==> src/salru_pkg.sv <==
// shared types and constants of the set-associative tag store with lru replacement
// no dependencies; imported by salru_ctrl, salru_dp and set_assoc_cache_tags_lru
package salru_pkg;

    // default sizing
    localparam int DEF_MAX_WAYS  = 16;
    localparam int DEF_MAX_SETS  = 1024;
    localparam int DEF_ADDR_BITS = 13;

    // field widths fixed by the interface
    localparam int ADDR_W      = 13;
    localparam int SET_OUT_W   = 10;
    localparam int WAY_OUT_W   = 4;
    localparam int TAG_MAX_W   = 13;
    localparam int RANK_W      = 4;
    localparam logic [RANK_W-1:0] RANK_MAX = 4'd15;

    // configuration register indexes and limits
    localparam logic [1:0] CFG_BLOCK_SIZE = 2'd0;
    localparam logic [1:0] CFG_SET_COUNT  = 2'd1;
    localparam logic [1:0] CFG_WAYS       = 2'd2;
    localparam logic [2:0] BSL_MAX        = 3'd6;

    // access mode
    localparam logic MODE_LOAD  = 1'b0;
    localparam logic MODE_STORE = 1'b1;

    // result kind
    typedef enum logic [1:0] {
        EV_LOAD_MISS = 2'd0,
        EV_LOAD_HIT  = 2'd1,
        EV_STORE     = 2'd2
    } event_t;

    // controller to datapath
    typedef struct packed {
        logic clr_wr;   // write one cleared row, advance clear pointer
        logic load_in;  // capture input beat, split address
        logic rd;       // read the addressed row
        logic eval;     // tag compare, free-way search
        logic scan;     // one step of the least-recent search
        logic commit;   // write row back, load result register
    } cmd_t;

    // datapath to controller
    typedef struct packed {
        logic clr_last;
        logic need_scan;
        logic scan_done;
        logic out_free;
    } sts_t;

endpackage

==> src/salru_ctrl.sv <==
// sequencing state machine of the tag store: clearing pass, lookup, victim search, write-back
// depends on salru_pkg; drives salru_dp through cmd_t and watches sts_t
module salru_ctrl import salru_pkg::*; (
    input  logic aclk,
    input  logic aresetn,
    input  logic s_tvalid,
    output logic s_tready,
    output cmd_t cmd,
    input  sts_t sts
);

    typedef enum logic [2:0] {
        S_CLEAR,
        S_IDLE,
        S_READ,
        S_EVAL,
        S_SCAN,
        S_COMMIT
    } state_t;

    state_t state_reg, state_next;

    always_comb begin
        state_next = state_reg;
        cmd        = '0;
        s_tready   = 1'b0;
        case (state_reg)
            S_CLEAR: begin
                cmd.clr_wr = 1'b1;
                if (sts.clr_last) begin
                    state_next = S_IDLE;
                end
            end
            S_IDLE: begin
                s_tready = 1'b1;
                if (s_tvalid) begin
                    cmd.load_in = 1'b1;
                    state_next  = S_READ;
                end
            end
            S_READ: begin
                cmd.rd     = 1'b1;
                state_next = S_EVAL;
            end
            S_EVAL: begin
                cmd.eval   = 1'b1;
                state_next = sts.need_scan ? S_SCAN : S_COMMIT;
            end
            S_SCAN: begin
                if (sts.scan_done) begin
                    state_next = S_COMMIT;
                end else begin
                    cmd.scan = 1'b1;
                end
            end
            S_COMMIT: begin
                if (sts.out_free) begin
                    cmd.commit = 1'b1;
                    state_next = S_IDLE;
                end
            end
            default: begin
                state_next = S_IDLE;
            end
        endcase
    end

    always_ff @(posedge aclk) begin
        if (!aresetn) begin
            state_reg <= S_CLEAR;
        end else begin
            state_reg <= state_next;
        end
    end

endmodule

==> config.mk <==
export PLATFORM = sky130hd
export DESIGN_NAME = salru_ctrl
export DESIGN_NICKNAME = d
export VERILOG_FILES = /design/src/salru_pkg.sv /design/src/salru_ctrl.sv
export SDC_FILE = /design/constraint.sdc
export NUM_CORES = 1
export LEC_CHECK = 0
export ABC_AREA = 1
export BUFFER_PORTS_ARGS = -buffer_cell sky130_fd_sc_hd__buf_4
export CORE_AREA = 2 2 39 41
export CTS_CLUSTER_DIAMETER = 200
export CTS_CLUSTER_SIZE = 30
export DETAILED_ROUTE_END_ITERATION = 10
export DIE_AREA = 0 0 41 43
export PLACE_DENSITY = 0.5
export SETUP_SLACK_MARGIN = 0.02
export SLEW_MARGIN = 10
export SYNTH_ARGS = -nofsm -noshare
export SYNTH_HDL_FRONTEND = slang
export SYNTH_SLANG_ARGS = --single-unit
==> constraint.sdc <==
create_clock -name aclk -period 1.3 [get_ports aclk]
set_input_delay 0.26 -clock aclk [delete_from_list [all_inputs] [get_ports aclk]]
set_output_delay 0.26 -clock aclk [all_outputs]
set_load 0.005 [all_outputs]
==> impl_results.rst <==
.. list-table::
   :header-rows: 1

   * - Metric
     - Value
   * - Internal portion of total power
     - approximately 0.0005 W
   * - Fin area
     - between 400 and 500 um^2
   * - DIE WIDTH
     - 41 um
   * - Final cell count without fillers
     - 75
   * - Final count of hold timing violations
     - 0
   * - Max Transition Viols Final
     - 0
   * - Setup repair bufs after CTS
     - 0
   * - Gpl congestion
     - 0.742
   * - Diode insertion count for antenna repair
     - 0
   * - Initial antenna violation count
     - 0
   * - Rel. slew slack
     - 86.4%
   * - Buffer depth of the longest clock path
     - 2
   * - Initial core utilization
     - between 10% and 20%
   * - Endpoint kind of the worst setup timing path
     - output pin
   * - Aggregate global-route resource usage
     - 8.02%
   * - Leakage
     - 0.231 nW
   * - CP Cell Sequence
     - nor2_2 > nand3_2 > inv_1 > buf_4
   * - Worst Skew
     - 1.72 ps
   * - Worst Path Required
     - 1040 ps
   * - Largest area contributor in the synthesized netlist
     - dfxtp_1
   * - Setup repair after global routing missed its margin
     - true
   * - Number of rows in the core area
     - 14
   * - Final nets
     - 67
   * - Synthesized netlist net count
     - 49
   * - Total of flip-flops plus latches after synthesis
     - 3
   * - Via count of the first global-routing pass
     - 270
   * - Peak VDD IR
     - 766 uV
   * - Per-instance average area after synthesis
     - about 5.7 um^2
   * - Tmin final
     - 1290 ps
   * - Inserted Clock Buffers
     - 3
   * - Combinational cell fraction of total power
     - a little under three fifths
   * - Number of remaining DRC errors
     - 0
   * - Clock transition at the register clock pins on the worst setup and hold paths after CTS
     - 40 ps
   * - Post-synth top area share
     - between 20 and 30%
   * - DR vias
     - around 290
   * - Layout area overhead
     - 70.5%
   * - Final setup violation count
     - 0
   * - Routed wire length per instance
     - 8.11 um
   * - Outcome
     - complete, no violations
   * - Clock Root Buffer
     - clkbuf_4
   * - Transition time at the pin with the least slew margin
     - 203 ps
   * - Worst Min Path Start
     - aresetn
   * - Number of filler cells placed in the layout
     - between 150 and 200
   * - Arrival time reported for the critical path endpoint
     - 1030 ps
   * - Crit. Startpoint
     - state_reg[0]
   * - Synth cell types
     - 11
   * - Worst Hold Slack
     - 267 ps
   * - Fraction of power spent switching nets
     - 42.8%
   * - H-tree depth reported by CTS
     - 1
   * - Number of buffers added on ports
     - 13
   * - Crit path largest cell delay
     - 360 ps
   * - Standard cell with the maximum stage delay on the critical path
     - dfxtp_4
   * - Cell types occupying the most area after synthesis
     - dfxtp_1 25%, inv_1 14%, nand2_1 11%
   * - Via-per-instance ratio
     - roughly 3.8
   * - Clock Latency Late Sink
     - between 200 and 250 ps
   * - Most frequent cells in the layout
     - 13 x buf_4, 8 x inv_1, 6 x nand2_1
   * - Count of routing violations after the opening detailed-route iteration
     - 6
   * - Instance count after placement with tap cells included
     - 71
   * - Clock tree from TritonCTS
     - done
   * - Synth Cell Area
     - roughly 240 um^2
   * - Power per Cell Area
     - 2150 nW/um^2
   * - Part of the cycle the worst path needs
     - 99.1%
   * - Commonest non-fill, non-tap cell in the layout
     - buf_4
   * - Max-capacitance violation count
     - 0
   * - Overall overflow remaining after global route
     - 0
   * - Wire length of the first global-routing pass
     - 910 um
   * - Min-Delay Path Class
     - primary input to flop
   * - Warnings from Yosys
     - 0
   * - Nature of the critical path startpoint
     - flop
   * - TritonRoute pass-1 iters
     - 2
   * - Chip Height
     - 43 um
   * - Peak clock frequency supported by timing
     - 776 MHz
   * - Register area share after synthesis
     - 25.3%
   * - Antenna Violating Nets Remaining
     - 0
   * - Critical Setup Path Class
     - flop to output pin
   * - Number of flip-flops under the largest register name
     - 3
   * - Worst Path Max Fanout
     - 5
   * - Reg power frac
     - 26.8%
   * - Die Area
     - 1760 um^2
   * - Power dissipated by switching net loads
     - 0.000374 W
   * - Core Region
     - ~1400 um^2
   * - Pin count of the biggest net entering global routing
     - 7
   * - Area after DPL
     - 355 um^2
   * - Startpoint of the most critical register-to-register path
     - state_reg[1]
   * - Final WL
     - 608 um
   * - Clock sink total
     - 3
   * - Hold buffer count at cts
     - 0
   * - Proportion of power drawn by the clock network
     - 18.2%
   * - Cells after synthesis
     - 42
   * - Ports placed on the boundary
     - 14
   * - Detailed placement HPWL
     - around 500 um
   * - Fraction of layout instances using a drive strength above 1
     - 50.8%
cells by family (layout without fill, tap and decap cells):
group / Yosys count / count (layout) / synth area share, %
AOI/OAI and AO/OA: 3 / 3 / 6.31
buffers and inverters: 11 / 28 / 17.4
DFF: 3 / 3 / 25.3
and+or+nand+nor: 25 / 25 / 51.1
worst paths after layout:
check	end	slack, ps	cells after the start
max	cmd[1]	10	4
min reg2reg	state_reg[2]	640	2
min	state_reg[1]	270	3
max reg2reg	state_reg[1]	320	6
critical path, delay by kind of cell, from the launching register on:
family / cells / cell delay (ps)
flops: 1 / 360
simple gates: 2 / 280
buf+inv: 2 / 170
stage by stage:
stage | util (%) | setup slack [ps] | power [W] | TNS (ps)
4_1_cts | 27.8 | -20.4 | 0.000825 | -20.4
3_3_place_gp | 25.7 | 186 | 0.000651 | 0
6_report | 29.3 | 11.2 | 0.000873 | 0
2_1_floorplan | - | 308 | 0.000465 | 0
3_5_place_dp | 25.7 | 173 | 0.000645 | 0
5_1_grt | 29.3 | -59.4 | 0.000963 | -181
area by class of cell:
cell class	count	area [um^2]	area share, %
timing repair buffer	13	97.6	24.1
multi-input combinational	28	149	36.7
tap	16	20.0	4.94
clock buffer	4	26.3	6.48
sequential	3	68.8	17.0
inverter	11	43.8	10.8
routing by layer:
layer	global-route usage, %	vias to the layer above	part of all wire [%]
met5	0	-	0
li1	-	161	-
met4	8.00	0	0
met3	1.57	0	3.5
met1	8.97	122	41
met2	11.6	5	56
power groups by stage:
stage / combinational, W / clock [W] / sequential [W]
6_report: 0.000480 / 0.000159 / 0.000234
5_1_grt: 0.000550 / 0.000172 / 0.000241
4_1_cts: 0.000451 / 0.000169 / 0.000205
3_5_place_dp: 0.000448 / 0 / 0.000197
3_3_place_gp: 0.000453 / 0 / 0.000198
2_1_floorplan: 0.000280 / 0 / 0.000186
cells in the mapped netlist:
cell / count
nor2_2: 2
dfxtp_1: 3
inv_1: 9
nand3_2: 2
inv_2: 2
nand3_1: 4
nor2_1: 7
nand2_2: 1
nor3_1: 2
a21oi_1: 3
nand2_1: 7
what timing repair did:
| item | in CTS | in global routing |
|---|---|---|
| endpoints found under the setup margin | 6 | 5 |
| gates resized for setup | 3 | 8 |
| pin swaps | 0 | 3 |
Power figures use the tool's default switching activity.
